<file path="src/sme_pkg.sv">
// Package: field widths, operation codes, sequencer steps and microcode table.
package sme_pkg;

	localparam int PARTY_COUNT_DEF = 8;
	localparam int FIELD_W         = 3;
	localparam int OP_W            = 2;
	localparam int RESULT_MAX      = 2 ** FIELD_W;

	typedef enum logic [OP_W-1:0] {
		OP_DEPT_RANK   = 2'd0,
		OP_PROG_CHOICE = 2'd1,
		OP_RUN         = 2'd2
	} op_t;

	typedef enum logic [2:0] {
		ST_IDLE,
		ST_INIT,
		ST_PICK,
		ST_FETCH,
		ST_RNEW,
		ST_ROLD,
		ST_EMIT
	} step_t;

	typedef enum logic [2:0] {
		COND_ALWAYS,
		COND_RUN,
		COND_NO_PROP,
		COND_SETTLED,
		COND_LAST
	} cond_t;

	typedef struct packed {
		logic  in_rdy;
		logic  clr;
		logic  pick;
		logic  fetch;
		logic  cmp_new;
		logic  cmp_old;
		logic  emit;
		cond_t cond;
		step_t target;
		step_t seq;
	} ctl_word_t;

	function automatic ctl_word_t ucode(step_t s);
		ctl_word_t w;
		w        = '0;
		w.cond   = COND_ALWAYS;
		w.target = ST_IDLE;
		w.seq    = ST_IDLE;
		unique case (s)
			ST_IDLE: begin
				w.in_rdy = 1'b1;
				w.cond   = COND_RUN;
				w.target = ST_INIT;
				w.seq    = ST_IDLE;
			end
			ST_INIT: begin
				w.clr    = 1'b1;
				w.target = ST_PICK;
			end
			ST_PICK: begin
				w.pick   = 1'b1;
				w.cond   = COND_NO_PROP;
				w.target = ST_EMIT;
				w.seq    = ST_FETCH;
			end
			ST_FETCH: begin
				w.fetch  = 1'b1;
				w.cond   = COND_SETTLED;
				w.target = ST_PICK;
				w.seq    = ST_RNEW;
			end
			ST_RNEW: begin
				w.cmp_new = 1'b1;
				w.target  = ST_ROLD;
			end
			ST_ROLD: begin
				w.cmp_old = 1'b1;
				w.target  = ST_PICK;
			end
			ST_EMIT: begin
				w.emit   = 1'b1;
				w.cond   = COND_LAST;
				w.target = ST_IDLE;
				w.seq    = ST_EMIT;
			end
			default: begin
				w.target = ST_IDLE;
			end
		endcase
		return w;
	endfunction

endpackage

</file>
<file path="src/sme_in_if.sv">
// Interface: command channel carrying table entries and run requests.
interface sme_in_if;
	logic                        valid;
	logic                        ready;
	logic [sme_pkg::OP_W-1:0]    operation;
	logic [sme_pkg::FIELD_W-1:0] person;
	logic [sme_pkg::FIELD_W-1:0] rank;
	logic [sme_pkg::FIELD_W-1:0] choice;

	modport source (output valid, output operation, output person, output rank,
		output choice, input ready);
	modport sink (input valid, input operation, input person, input rank,
		input choice, output ready);
endinterface

</file>
<file path="src/sme_out_if.sv">
// Interface: result channel carrying one department match per item.
interface sme_out_if;
	logic                        valid;
	logic                        ready;
	logic [sme_pkg::FIELD_W-1:0] department;
	logic [sme_pkg::FIELD_W-1:0] programmer;
	logic                        last;

	modport source (output valid, output department, output programmer,
		output last, input ready);
	modport sink (input valid, input department, input programmer,
		input last, output ready);
endinterface

</file>
<file path="src/sme_ram.sv">
// Generic simple dual-port RAM with registered read.
module sme_ram #(
	parameter int WIDTH = 8,
	parameter int DEPTH = 64
) (
	input  logic                     clk,
	input  logic                     we,
	input  logic [$clog2(DEPTH)-1:0] waddr,
	input  logic [WIDTH-1:0]         wdata,
	input  logic [$clog2(DEPTH)-1:0] raddr,
	output logic [WIDTH-1:0]         rdata
);

	logic [WIDTH-1:0] mem [DEPTH];

	always_ff @(posedge clk) begin
		if (we) begin
			mem[waddr] <= wdata;
		end
		rdata <= mem[raddr];
	end

endmodule

</file>
<file path="src/stable_matching_engine_unit.sv">
// Top level: microcoded stable matching engine with two preference table RAMs.
//
//  channel  | dir | payload                          | handshake
//  cmd      | in  | operation, person, rank, choice  | valid/ready
//  result   | out | department, programmer, last     | valid/ready
//
// Table entries may arrive back to back while idle.
// A run takes an init step, then per proposal a pick and a fetch step, plus rank
// compare steps (new, old) when the department is already held; at most
// PARTY_COUNT^2 proposals, a closing pick, then min(PARTY_COUNT, 8) results.
// The single read port of each table RAM sets the per-proposal step count.
// Reset clears the sequencer and match state; tables are undefined until written.
// cmd stalls for the whole run; a stalled result holds the sequencer in emit.
module stable_matching_engine_unit #(
	parameter int PARTY_COUNT = sme_pkg::PARTY_COUNT_DEF
) (
	input  logic      clk,
	input  logic      arst_n,
	sme_in_if.sink    cmd,
	sme_out_if.source result
);

	localparam int IDX_W   = $clog2(PARTY_COUNT);
	localparam int CNT_W   = $clog2(PARTY_COUNT + 1);
	localparam int TAB_D   = PARTY_COUNT * PARTY_COUNT;
	localparam int ADDR_W  = $clog2(TAB_D);
	localparam int RES_CAP = (PARTY_COUNT < sme_pkg::RESULT_MAX) ? PARTY_COUNT
		: sme_pkg::RESULT_MAX;
	localparam int D_W     = $clog2(RES_CAP);

	function automatic logic [ADDR_W-1:0] tab_addr(logic [ADDR_W-1:0] row,
		logic [ADDR_W-1:0] col);
		return row * ADDR_W'(PARTY_COUNT) + col;
	endfunction

	sme_pkg::step_t     step_q, step_d;
	sme_pkg::ctl_word_t ctl;
	logic               cond_ok;

	logic [CNT_W-1:0]           np_q [PARTY_COUNT];
	logic [PARTY_COUNT-1:0]     taken_q;
	logic [PARTY_COUNT-1:0]     free_q;
	logic [IDX_W-1:0]           partner_q [PARTY_COUNT];
	logic [IDX_W-1:0]           who_q, dept_q, held_q;
	logic [sme_pkg::FIELD_W-1:0] rnew_q;
	logic [D_W-1:0]             d_q;

	logic                        in_acc, out_acc, is_last;
	logic                        pick_ok;
	logic [IDX_W-1:0]            pick_idx, dept_now, d_idx;
	logic                        dept_bad, take_now, swap_now;
	logic [sme_pkg::FIELD_W-1:0] choice_rdata, rank_rdata;
	logic                        choice_we, rank_we;
	logic [ADDR_W-1:0]           choice_waddr, choice_raddr, rank_waddr, rank_raddr;

	assign ctl        = sme_pkg::ucode(step_q);
	assign cmd.ready  = ctl.in_rdy;
	assign in_acc     = cmd.valid && cmd.ready;
	assign out_acc    = result.valid && result.ready;
	assign is_last    = (d_q == D_W'(RES_CAP - 1));

	always_comb begin
		pick_ok  = 1'b0;
		pick_idx = '0;
		for (int p = PARTY_COUNT - 1; p >= 0; p--) begin
			if (free_q[p] && (np_q[p] < CNT_W'(PARTY_COUNT))) begin
				pick_ok  = 1'b1;
				pick_idx = IDX_W'(p);
			end
		end
	end

	assign dept_now = IDX_W'(choice_rdata);
	assign dept_bad = (choice_rdata >= PARTY_COUNT);
	assign take_now = ctl.fetch && !dept_bad && !taken_q[dept_now];
	assign swap_now = ctl.cmp_old && (rnew_q < rank_rdata);

	always_comb begin
		unique case (ctl.cond)
			sme_pkg::COND_ALWAYS:  cond_ok = 1'b1;
			sme_pkg::COND_RUN:     cond_ok = in_acc && (cmd.operation == sme_pkg::OP_RUN);
			sme_pkg::COND_NO_PROP: cond_ok = !pick_ok;
			sme_pkg::COND_SETTLED: cond_ok = dept_bad || !taken_q[dept_now];
			sme_pkg::COND_LAST:    cond_ok = out_acc && is_last;
			default:               cond_ok = 1'b0;
		endcase
		step_d = cond_ok ? ctl.target : ctl.seq;
	end

	always_ff @(posedge clk or negedge arst_n) begin
		if (!arst_n) begin
			step_q  <= sme_pkg::ST_IDLE;
			taken_q <= '0;
			free_q  <= '1;
			d_q     <= '0;
			for (int p = 0; p < PARTY_COUNT; p++) begin
				np_q[p] <= '0;
			end
		end else begin
			step_q <= step_d;
			if (ctl.clr) begin
				taken_q <= '0;
				free_q  <= '1;
				d_q     <= '0;
				for (int p = 0; p < PARTY_COUNT; p++) begin
					np_q[p] <= '0;
				end
			end
			if (ctl.pick && pick_ok) begin
				np_q[pick_idx] <= np_q[pick_idx] + CNT_W'(1);
			end
			if (take_now) begin
				taken_q[dept_now] <= 1'b1;
				free_q[who_q]     <= 1'b0;
			end
			if (swap_now) begin
				free_q[who_q]  <= 1'b0;
				free_q[held_q] <= 1'b1;
			end
			if (out_acc) begin
				d_q <= d_q + D_W'(1);
			end
		end
	end

	always_ff @(posedge clk) begin
		if (ctl.pick && pick_ok) begin
			who_q <= pick_idx;
		end
		if (ctl.fetch) begin
			dept_q <= dept_now;
			held_q <= partner_q[dept_now];
		end
		if (take_now) begin
			partner_q[dept_now] <= who_q;
		end
		if (ctl.cmp_new) begin
			rnew_q <= rank_rdata;
		end
		if (swap_now) begin
			partner_q[dept_q] <= who_q;
		end
	end

	assign choice_we    = in_acc && (cmd.operation == sme_pkg::OP_PROG_CHOICE)
		&& (cmd.person < PARTY_COUNT) && (cmd.rank < PARTY_COUNT);
	assign choice_waddr = tab_addr(ADDR_W'(cmd.person), ADDR_W'(cmd.rank));
	assign choice_raddr = tab_addr(ADDR_W'(pick_idx), ADDR_W'(np_q[pick_idx][IDX_W-1:0]));

	assign rank_we      = in_acc && (cmd.operation == sme_pkg::OP_DEPT_RANK)
		&& (cmd.person < PARTY_COUNT) && (cmd.choice < PARTY_COUNT);
	assign rank_waddr   = tab_addr(ADDR_W'(cmd.person), ADDR_W'(cmd.choice));
	assign rank_raddr   = ctl.fetch ? tab_addr(ADDR_W'(dept_now), ADDR_W'(who_q))
		: tab_addr(ADDR_W'(dept_q), ADDR_W'(held_q));

	sme_ram #(
		.WIDTH (sme_pkg::FIELD_W),
		.DEPTH (TAB_D)
	) u_choice_ram (
		.clk   (clk),
		.we    (choice_we),
		.waddr (choice_waddr),
		.wdata (cmd.choice),
		.raddr (choice_raddr),
		.rdata (choice_rdata)
	);

	sme_ram #(
		.WIDTH (sme_pkg::FIELD_W),
		.DEPTH (TAB_D)
	) u_rank_ram (
		.clk   (clk),
		.we    (rank_we),
		.waddr (rank_waddr),
		.wdata (cmd.rank),
		.raddr (rank_raddr),
		.rdata (rank_rdata)
	);

	assign d_idx             = IDX_W'(d_q);
	assign result.valid      = ctl.emit;
	assign result.department = sme_pkg::FIELD_W'(d_q);
	assign result.programmer = taken_q[d_idx] ? sme_pkg::FIELD_W'(partner_q[d_idx]) : '0;
	assign result.last       = is_last;

endmodule

</file>
<file path="src/flat_wrapper.sv">
// flat-port wrapper written by rule: the top's interface ports become plain ports
module stable_matching_engine_unit_flat 
#(
	parameter int PARTY_COUNT = sme_pkg::PARTY_COUNT_DEF
)
  (clk, arst_n, cmd_valid, cmd_operation, cmd_person, cmd_rank, cmd_choice, cmd_ready, result_valid, result_department, result_programmer, result_last, result_ready);
  sme_in_if cmd_i ();
  sme_out_if result_i ();
  input  logic clk;
  input  logic arst_n;
  input wire logic [$bits(cmd_i.valid)-1:0] cmd_valid;
  input wire logic [$bits(cmd_i.operation)-1:0] cmd_operation;
  input wire logic [$bits(cmd_i.person)-1:0] cmd_person;
  input wire logic [$bits(cmd_i.rank)-1:0] cmd_rank;
  input wire logic [$bits(cmd_i.choice)-1:0] cmd_choice;
  output wire logic [$bits(cmd_i.ready)-1:0] cmd_ready;
  output wire logic [$bits(result_i.valid)-1:0] result_valid;
  output wire logic [$bits(result_i.department)-1:0] result_department;
  output wire logic [$bits(result_i.programmer)-1:0] result_programmer;
  output wire logic [$bits(result_i.last)-1:0] result_last;
  input wire logic [$bits(result_i.ready)-1:0] result_ready;
  assign cmd_i.valid = cmd_valid;
  assign cmd_i.operation = cmd_operation;
  assign cmd_i.person = cmd_person;
  assign cmd_i.rank = cmd_rank;
  assign cmd_i.choice = cmd_choice;
  assign cmd_ready = cmd_i.ready;
  assign result_valid = result_i.valid;
  assign result_department = result_i.department;
  assign result_programmer = result_i.programmer;
  assign result_last = result_i.last;
  assign result_i.ready = result_ready;
  stable_matching_engine_unit #(.PARTY_COUNT(PARTY_COUNT)) u_core (.clk(clk), .arst_n(arst_n), .cmd(cmd_i), .result(result_i));
endmodule
</file>
<file path="config.mk">
export PLATFORM = sky130hd
export DESIGN_NAME = stable_matching_engine_unit_flat
export DESIGN_NICKNAME = d
export VERILOG_FILES = /design/src/sme_pkg.sv /design/src/sme_in_if.sv /design/src/sme_out_if.sv /design/src/sme_ram.sv /design/src/stable_matching_engine_unit.sv /design/src/flat_wrapper.sv
export SDC_FILE = /design/constraint.sdc
export NUM_CORES = 1
export LEC_CHECK = 0
export BUFFER_PORTS_ARGS = -buffer_cell sky130_fd_sc_hd__buf_4
export CORE_UTILIZATION = 40
export DETAILED_ROUTE_END_ITERATION = 10
export SETUP_SLACK_MARGIN = 0.2
export SYNTH_ARGS = -nofsm -noshare
export SYNTH_HDL_FRONTEND = slang
export SYNTH_SLANG_ARGS = --single-unit
</file>
<file path="constraint.sdc">
create_clock -name clk -period 9.1 [get_ports clk]
set_clock_uncertainty 0.15 [all_clocks]
set_input_delay 0.455 -clock clk [delete_from_list [all_inputs] [get_ports clk]]
set_output_delay 0.455 -clock clk [all_outputs]
set_load 0.005 [all_outputs]
</file>
==> results of run 1 <==
==> flip-flops by register name, summed over array words and instances, names as in the netlist <==
name	flops
u_core.dept_q	3
u_core.free_q	8
u_core.held_q	3
u_core.np_q	32
u_core.partner_q	24
u_core.result.department	3
u_core.rnew_q	3
u_core.step_q	3
u_core.taken_q	8
u_core.u_choice_ram.mem	192
u_core.u_choice_ram.rdata	3
u_core.u_rank_ram.mem	192
u_core.u_rank_ram.rdata	3
u_core.who_q	3
==> worst max-delay path, stage by stage (launching register included) <==
cell      delay (ns)
dfstp_2         0.37
or2b_1          0.20
nand4_1         0.14
o21ai_1         0.52
a221oi_1        0.19
or2_1           0.26
buf_4           0.28
inv_6           0.64
mux4_2          0.59
a221oi_1        0.40
a21oi_1         0.07
or3_1           0.40
==> power groups by stage <==
stage          registers [mW]  clock network, mW  logic (mW)
2_1_floorplan            2.59                  0        1.28
3_3_place_gp             2.64                  0        1.67
3_5_place_dp             2.64                  0        1.67
4_1_cts                  2.60               1.98        1.68
5_1_grt                  2.61               2.06        1.83
6_report                 2.60               1.94        1.67
==> Yosys cell counts, types with 8 or more instances <==
library cell / instances / area (µm²)
edfxtp_1: 420 / 12610
nor2_1: 171 / 641.9
nand2_1: 155 / 581.8
mux4_2: 73 / 1644
nand3_1: 64 / 320.3
clkbuf_1: 47 / 176.4
dfrtp_1: 46 / 1151
mux2i_1: 41 / 410.4
o21ai_0: 40 / 200.2
nand2b_1: 18 / 112.6
a21oi_1: 17 / 85.08
a32oi_1: 17 / 148.9
a211oi_1: 16 / 120.1
buf_2: 14 / 70.07
inv_1: 13 / 48.80
nand4_1: 13 / 81.33
a31oi_1: 12 / 75.07
a32o_1: 12 / 120.1
nor2b_1: 12 / 75.07
and2_1: 10 / 62.56
and3_1: 8 / 50.05
dfstp_2: 8 / 210.2
nor3_1: 8 / 40.04
==> path summary, 6_finish.rpt <==
| check | startpoint | cells past startpoint | to |
|---|---|---|---|
| worst max-delay path | u_core.free_q[5] | 11 | u_core.u_choice_ram.rdata[0] |
| worst min-delay path | u_core.u_rank_ram.rdata[1] | 0 | u_core.rnew_q[1] |
| worst max register to register | u_core.free_q[5] | 11 | u_core.u_choice_ram.rdata[0] |
| worst min register to register | u_core.u_rank_ram.rdata[1] | 0 | u_core.rnew_q[1] |
| max in group asynchronous | arst_n | 2 | u_core.np_q[10] |
| min in group asynchronous | arst_n | 2 | u_core.taken_q[0] |
==> metal layers <==
layer,global-route usage (%),vias up
met3,3.032,65
met4,4.882,6
met2,29.98,317
met1,24.71,5952
li1,-,5311
met5,0,-
==> logic make-up after synthesis <==
kind of cell	after synthesis	synth area share [%]
xor+xnor	3	0.1300
buf+inv	90	2.023
compound gates	174	6.287
mux	119	10.44
simple gates	495	11.11
flops	480	69.70
fa+ha+maj	5	0.3094
==> layout make-up <==
class | instances | area, µm² | area share [%]
Sequential cell | 480 | 14090 | 62.39
Multi-Input combinational cell | 796 | 5751 | 25.46
Tap cell | 672 | 840.8 | 3.722
Clock inverter | 27 | 269.0 | 1.191
Timing Repair Buffer | 41 | 312.8 | 1.385
Inverter | 15 | 61.31 | 0.2714
Clock buffer | 61 | 1260 | 5.578
==> impl_metrics.toml, run 1 <==
[outcome]
status = "finished clean"

[routing]
firstDrtPassIters = 6
met3WireLength_um = 2193
first_iter_violations = 1114
drt-met1-wl_um = 20140
ant_nets = 0
drc = 0
top_layer = "met5"
vias = 11651
viasPerCell = 5.569
drt_wl_total_um = 45540
wl_per_cell_um = 21.77
wl_met2_um = 22220

[clocking]
clock_latency_ns = 0.59
clock_sinks = 480
clock_path_buffers = 3
cts_hold_buffers = 2
root_buffer = "clkbuf_16"
postCtsSetupBuffers = 0
cts_tree = "built"
clkTransAtPathRegs_ns = 0.06
cts_resized = 0
htree_num_levels = 2
cts_made_buffers = 48

[logic_synthesis]
syn_area_mm2 = 0.02022
yosysUniqueCellTypes = 71
synthArstFlopShare_pct = 11.25
synth_edf_count = 420
ys.flop_type = "edfxtp_1"
synth_seq_area_share_pct = 69.70
postSynthCellCount = 1366
ys_ff_latch = 480
syn_area_per_cell_um2 = 14.80
synth_nets = 1386
yosys_warnings = 0

[cells_and_area]
final_common_cell = "edfxtp_1"
num-fill-cells = 4396
utilization_pct = 45.21
layout_common_cells = "420 x edfxtp_1, 171 x nor2_1, 155 x nand2_1"
final_cell_area_mm2 = 0.02259
final-instance-count-excl-fill = 2092
antenna_cells = 0
layout-area-overhead-vs-synth_pct = 11.71
layout.nets = 1402
drive_above_1_share_pct = 15.00

[placed_design]
numPlacedInstances = 2002
gp_congestion = 0.8533
dpl_cell_area_mm2 = 0.02104
hpwlAfterDp_um = 28500
post-place-ws_ns = 4.734
port_buffers = 23

[floorplan]
die_x_um = 226.8
start_util_pct = 40.47
rows = 82
pin_count = 24
die-height_um = 226.8
core_mm2 = 0.04997
dieArea_mm2 = 0.05145

[timing]
worst_slew_pin_slew_ns = 1.018
hold_viol_final = 0
drv_slew = 0
finalCritPeriodShare_pct = 48.51
holdWs_ns = 0.2855
final-setup-viol-count = 0
setup_tns_ns = 0
fin_ws_ns = 4.685
grt_setup_unrepaired = "false"
relSlewSlack_pct = 31.44
max_freq_ghz = 0.2265
period_needed_ns = 4.415

[power_and_ir_drop]
p_total_mw = 6.210
p_sw_mw = 1.946
internal-power_mw = 4.264
leakage_nw = 7.259
peakVddDrop_v = 0.0001922
pwr-share-clk_pct = 31.3
combPwrFrac_pct = 26.9
p_seq_share_pct = 41.8
sw_frac_of_total_pct = 31.33
powerDensity_mw_per_mm2 = 274.9

[grt]
first_global_vias = 11885
grt_first_pass_wirelength_um = 70620
antenna_found_initial = 3
track_usage_pct = 18.13
grt_overflow = 0
grt_start_max_net_pins = 82

[worst_setup_path]
r2r_setup_slack_ns = 4.69
cp_max_fo = 81
worst-endpoint-arrival_ns = 4.72
critPathCaptureType = "register"
criticalPathCategory = "reg -> reg"
cp-start-kind = "register"
required_ns = 9.41

[min_path]
hold_class = "reg -> reg"

[job]
drv_cap = 0
(Power assumes the default switching activity.)
==> inputs of run 2 (changes only) <==
==> constraint.sdc (replaced) <==
create_clock -name clk -period 3.7 [get_ports clk]
set_clock_uncertainty 0.15 [all_clocks]
set_input_delay 0.185 -clock clk [delete_from_list [all_inputs] [get_ports clk]]
set_output_delay 0.185 -clock clk [all_outputs]
set_load 0.005 [all_outputs]
==> run 2 against run 1 <==
Against the previous run:
- clock power rose to 2.7 times the previous value
- critical path depth up 1
- power rose to 2.6 times the previous value
- sequential share of layout area down 1.8 points
- register-to-register slack worse by 4.4 ns
- flip-flop and latch count unchanged
- first-iteration DRC count up 4.1%
- sequential power up 140%
- design area up 3.0%
==> impl_metrics.toml, run 2 (synthesis gave the netlist of run 1 again) <==
[placed_design]
numPlacedInstances = 2042
hpwlAfterDp_um = 30510
post-place-ws_ns = 0.1170
port_buffers = 23
gp_congestion = 0.8307

[grt]
grt_overflow = 0
antenna_found_initial = 2
grt_start_max_net_pins = 73
first_global_vias = 12078
track_usage_pct = 18.84
grt_first_pass_wirelength_um = 72800

[cells_and_area]
largest_registers = "u_core.u_choice_ram.mem x192, u_core.u_rank_ram.mem x192, u_core.np_q x32"
antenna_cells = 0
seqCellArea_mm2 = 0.01409
final-instance-count-excl-fill = 2142
drive_above_1_share_pct = 18.64
layout_common_cells = "420 x edfxtp_1, 171 x nor2_1, 154 x nand2_1"
multiInputGateArea_mm2 = 0.005778
layout.nets = 1449
final_common_cell = "edfxtp_1"
layout-area-overhead-vs-synth_pct = 15.09
num-fill-cells = 4333

[floorplan]
start_util_pct = 40.47
core_mm2 = 0.04997
dieArea_mm2 = 0.05145
rows = 82
die-height_um = 226.8
die_x_um = 226.8
pin_count = 24

[timing]
worst_slew_pin_slew_ns = 1.061
fin_ws_ns = 0.3100
grt_setup_unrepaired = "true"
period_needed_ns = 3.390
drv_slew = 0
max_freq_ghz = 0.2950
setup_tns_ns = 0
final-setup-viol-count = 0
relSlewSlack_pct = 28.54
finalCritPeriodShare_pct = 91.62
hold_viol_final = 0

[min_path]
hp-start = "cmd_choice[0]"
hold_class = "in -> reg"

[clocking]
clock_latency_ns = 0.60
htree_num_levels = 2
cts_tree = "built"
clock_path_buffers = 3
clkTransAtPathRegs_ns = 0.06
cts_made_buffers = 50
root_buffer = "clkbuf_16"
clock_sinks = 480

[worst_setup_path]
criticalPathCategory = "reg -> reg"
cp_max_fo = 14
cp-start-kind = "register"
worst-endpoint-arrival_ns = 3.71
r2r_setup_slack_ns = 0.31
r2r-start = "u_core.free_q[7]"
r2r_end = "u_core.u_choice_ram.rdata[2]"
critPathCaptureType = "register"
reg2regPathDepth = 12
crit_path_start = "u_core.free_q[7]"
endpoint = "u_core.u_choice_ram.rdata[2]"
required_ns = 4.02

[routing]
drt_wl_total_um = 46860
vias = 11780
drc = 0
ant_nets = 0
first_iter_violations = 1160
firstDrtPassIters = 6
wl_per_cell_um = 21.88
viasPerCell = 5.500

[power_and_ir_drop]
powerDensity_mw_per_mm2 = 698.9
leakage_nw = 7.629
peakVddDrop_v = 0.0005145
p_total_mw = 16.26

[outcome]
status = "finished clean"

[job]
drv_cap = 0
-- run 2: changes by cell type in the layout (fill, tap and decap cells not counted), moves of 3 or more --
| cell | previous run | this run |
|---|---|---|
| buf_4 | 39 | 74 |
| clkinv_2 | 5 | 9 |
| clkinv_1 | 12 | 6 |
| buf_12 | 0 | 5 |
| clkbuf_16 | 48 | 51 |
| bufinv_16 | 5 | 9 |
-- run 2: how the worst min path moves through the flow --
stage                                         end  slack, ns  cells after the start
floorplan                          u_core.np_q[0]      -0.26                      0
global placement      u_core.result.department[2]       0.12                      1
detailed placement    u_core.result.department[2]       0.12                      1
CTS                 u_core.u_choice_ram.mem[5][0]      0.002                      1
global route        u_core.u_choice_ram.mem[5][0]       0.02                      1
finish              u_core.u_choice_ram.mem[4][0]       0.01                      1
-- run 2: stage by stage --
step                      cell area, µm²  hold slack, ns  util, %
after CTS                          23190        0.002170    46.42
after floorplan                    20220         -0.2606        -
after global placement             21400          0.1200    42.83
after detailed placement           21400          0.1213    42.83
final                              23270         0.01415    46.57
after global routing               23270         0.02165    46.57
-- run 2: metal layers --
metal / vias up / routed length, µm / global-route usage (%) / part of all wire [%]
met3: 71 / 2208 / 2.980 / 4.7
met5: - / 31 / 0 / 0.066
met4: 4 / 1074 / 5.841 / 2.3
met2: 306 / 23040 / 30.88 / 49
met1: 5996 / 20510 / 25.73 / 44
li1: 5403 / - / - / -
-- run 2: report_power, final --
group / switching, mW / leakage (nW) / internal [mW] / total, mW
sequential: 0.190 / 4.55 / 6.14 / 6.33
combinational: 2.69 / 2.24 / 1.97 / 4.65
clock: 2.13 / 0.846 / 3.15 / 5.28
total: 5.01 / 7.63 / 11.3 / 16.3
-- run 2: layout make-up --
class	count	area share (%)
sequential	480	60.56
inverter	15	0.3118
tap	672	3.613
clock inverter	32	1.936
multi-input combinational	796	24.83
clock buffer	61	5.554
timing repair buffer	86	3.194
-- run 2: critical path, stage by stage, from the launching register on --
cell and delay [ns]:
dfstp_2 0.53, nand2b_1 0.12, a211o_1 0.41, o221ai_1 0.23
a221o_1 0.27, nand2_2 0.11, buf_12 0.17, nor2b_1 0.19
buf_4 0.24, a32oi_1 0.13, and3_1 0.23, nor4_1 0.34
nand4_1 0.13
-- run 2: what timing repair did --
item	CTS	global route
pin swaps	0	3
endpoints found under the setup margin	3	35
resized for setup	3	10
hold buffers	4	0
hold endpoints to repair	81	0
buffers inserted	0	2
cloned	0	1
==> inputs of run 3 (changes only) <==
--- a/config.mk
+++ b/config.mk
@@ -11,4 +11,5 @@
 export SETUP_SLACK_MARGIN = 0.2
 export SYNTH_ARGS = -nofsm -noshare
 export SYNTH_HDL_FRONTEND = slang
+export SYNTH_HIERARCHICAL = 1
 export SYNTH_SLANG_ARGS = --single-unit
==> run 3 against run 2 <==
Against the previous run:
- first-iteration DRC count grew 17%
- non-clock buffer count is 10 higher
- sequential share of layout area is 0.84 points lower
- largest cell class unchanged
- maximum frequency is 1.7% lower
- setup slack worse by 0.060 ns
- worst hold slack about the same
- clock power is 9.5% lower
==> impl_metrics.toml, run 3 <==
[outcome]
status = "finished clean"

[power_and_ir_drop]
pwr-share-clk_pct = 29.6
p_seq_share_pct = 40.2
powerDensity_mw_per_mm2 = 684.3
sw_frac_of_total_pct = 30.42
p_sw_mw = 4.912
leakage_nw = 7.656
combPwrFrac_pct = 30.2
peakVddDrop_v = 0.0004046
internal-power_mw = 11.24

[worst_setup_path]
cp_max_fo = 7
cp_slowest_cell = "dfstp_2"
critical_path.max_stage_delay_ns = 0.55
r2r_setup_slack_ns = 0.25
required_ns = 4.04
critPathCaptureType = "register"
worst-endpoint-arrival_ns = 3.79
worst-path-buf-inv = 1
cp-start-kind = "register"
criticalPathCategory = "reg -> reg"
cpMostUsedCell = "mux4_2"
crit_family = "simple AND/OR/NAND/NOR gates"
critical_path.cell_chain = "nor2b_2 -> nor2_4 -> a21oi_4 -> o32ai_1 -> or3_4 -> o21ai_4 -> buf_12 -> mux4_2 -> mux4_2 -> nor2b_4 -> a211oi_2 -> a31oi_1"

[logic_synthesis]
yosysUniqueCellTypes = 76
syn_area_per_cell_um2 = 15.75
ys_ff_latch = 480
synth.top_cell.area_share_pct = 61.52
synth_edf_count = 420
ys.flop_type = "edfxtp_1"
yosysMostFrequentCell = "edfxtp_1"
syn_area_mm2 = 0.02050
yosys_warnings = 6
synthArstFlopShare_pct = 11.25
postSynthCellCount = 1302
netlist_top_cells_count = "420 x edfxtp_1, 156 x nor2_1, 101 x nand2_1"
synth_seq_area_share_pct = 68.75
synth_area_leaders = "edfxtp_1 62%, mux4_2 10%, dfrtp_1 5.6%"
yosys.area.top_type = "edfxtp_1"
synth_nets = 1322

[clocking]
cts_made_buffers = 49
htree_num_levels = 2
clock_sinks = 480
clock_latency_ns = 0.62
clkTransAtPathRegs_ns = 0.06
clock_path_buffers = 3
cts_tree = "built"
root_buffer = "clkbuf_16"

[cells_and_area]
drive_above_1_share_pct = 21.88
final_common_cell = "edfxtp_1"
largest_registers = "u_core/u_choice_ram/mem x192, u_core/u_rank_ram/mem x192, u_core/np_q x32"
layout.nets = 1397
utilization_pct = 46.85
layout-area-overhead-vs-synth_pct = 15.12
final-instance-count-excl-fill = 2089
num-fill-cells = 4251
layout_common_cells = "420 x edfxtp_1, 156 x nor2_1, 96 x nand2_1"
antenna_cells = 0

[placed_design]
port_buffers = 23
gp_congestion = 0.8660
numPlacedInstances = 1973
post-place-ws_ns = 0.09969
hpwlAfterDp_um = 30070

[min_path]
hold_class = "in -> reg"

[routing]
firstDrtPassIters = 7
first_iter_violations = 1353
ant_nets = 0
vias = 11805
wl_per_cell_um = 23.03
drc = 0
viasPerCell = 5.651
drt_wl_total_um = 48110

[timing]
period_needed_ns = 3.450
hold_viol_final = 0
worst_slew_pin_slew_ns = 0.8364
final-setup-viol-count = 0
relSlewSlack_pct = 44.24
finalCritPeriodShare_pct = 93.23
setup_tns_ns = 0
fin_ws_ns = 0.2505
grt_setup_unrepaired = "true"
max_freq_ghz = 0.2899
drv_slew = 0

[grt]
first_global_vias = 12060
antenna_found_initial = 0
grt_overflow = 0
grt_start_max_net_pins = 75
track_usage_pct = 18.58
grt_first_pass_wirelength_um = 73860

[floorplan]
start_util_pct = 40.70
pin_count = 24
die-height_um = 228.4
core_mm2 = 0.05038
rows = 82
dieArea_mm2 = 0.05216
die_x_um = 228.4

[job]
drv_cap = 0
run 3: power by group through the flow:
stage               clock (mW)  combinational (mW)  sequential [mW]
floorplan                    0                3.19             6.44
global placement             0                4.35             6.60
detailed placement           0                4.39             6.61
CTS                       4.87                4.64             6.50
global route              5.09                5.25             6.53
finish                    4.78                4.88             6.50
run 3: area by class of cell:
class	count	area, µm²	share of cell area, %
Clock inverter	31	285.3	1.209
Clock buffer	60	1267	5.371
Timing Repair Buffer	96	955.9	4.050
Sequential cell	480	14090	59.72
Multi-Input combinational cell	742	6123	25.95
Tap cell	672	840.8	3.563
Inverter	8	33.78	0.1431
run 3: repair_timing:
action | in CTS | in global routing
hold buffers | 6 | 0
gates cloned | 3 | 2
buffers inserted | 6 | 8
resized for setup | 7 | 26
endpoints found under the setup margin | 1 | 3
pin swaps | 4 | 10
hold endpoints to repair | 104 | 0
run 3: kinds of logic after synthesis:
logic type,Yosys count,share of synthesized area (%)
and+or+nand+nor,439,10.36
buffers and inverters,80,1.880
adders and majority gates,5,0.3052
AOI/OAI and AO/OA,157,5.346
xor gates and xnor gates,2,0.08546
DFF,480,68.75
muxes,139,13.28
run 3: path summary, 6_finish.rpt:
kind / from / end / cells after the start
worst max-delay path: u_core/free_q[3] / u_core/u_choice_ram/rdata[1] / 12
worst min-delay path: cmd_choice[0] / u_core/u_choice_ram/mem[10][0] / 1
worst max register to register: u_core/free_q[3] / u_core/u_choice_ram/rdata[1] / 12
worst min register to register: u_core/u_rank_ram/rdata[0] / u_core/rnew_q[0] / 0
max in group asynchronous: arst_n / u_core/step_q[1] / 2
min in group asynchronous: arst_n / u_core/np_q[21] / 2
run 3: stage by stage:
step           instance area [µm²]  hold WS, ns  total power [mW]
5_1_grt                      23600      0.04016             16.87
4_1_cts                      23390     0.008106             16.01
3_5_place_dp                 21620       0.1271             11.00
2_1_floorplan                20500      -0.2606             9.635
3_3_place_gp                 21620       0.1154             10.95
6_report                     23600      0.01434             16.15
run 3: metal layers:
layer / share of wire, % / vias up / wire length (µm) / GRT usage, %
met4: 2.5 / 0 / 1192 / 5.705
met5: 0 / - / 0 / 0
li1: - / 5273 / - / -
met1: 44 / 6057 / 21030 / 26.09
met3: 5.8 / 84 / 2796 / 2.969
met2: 48 / 391 / 23100 / 29.78
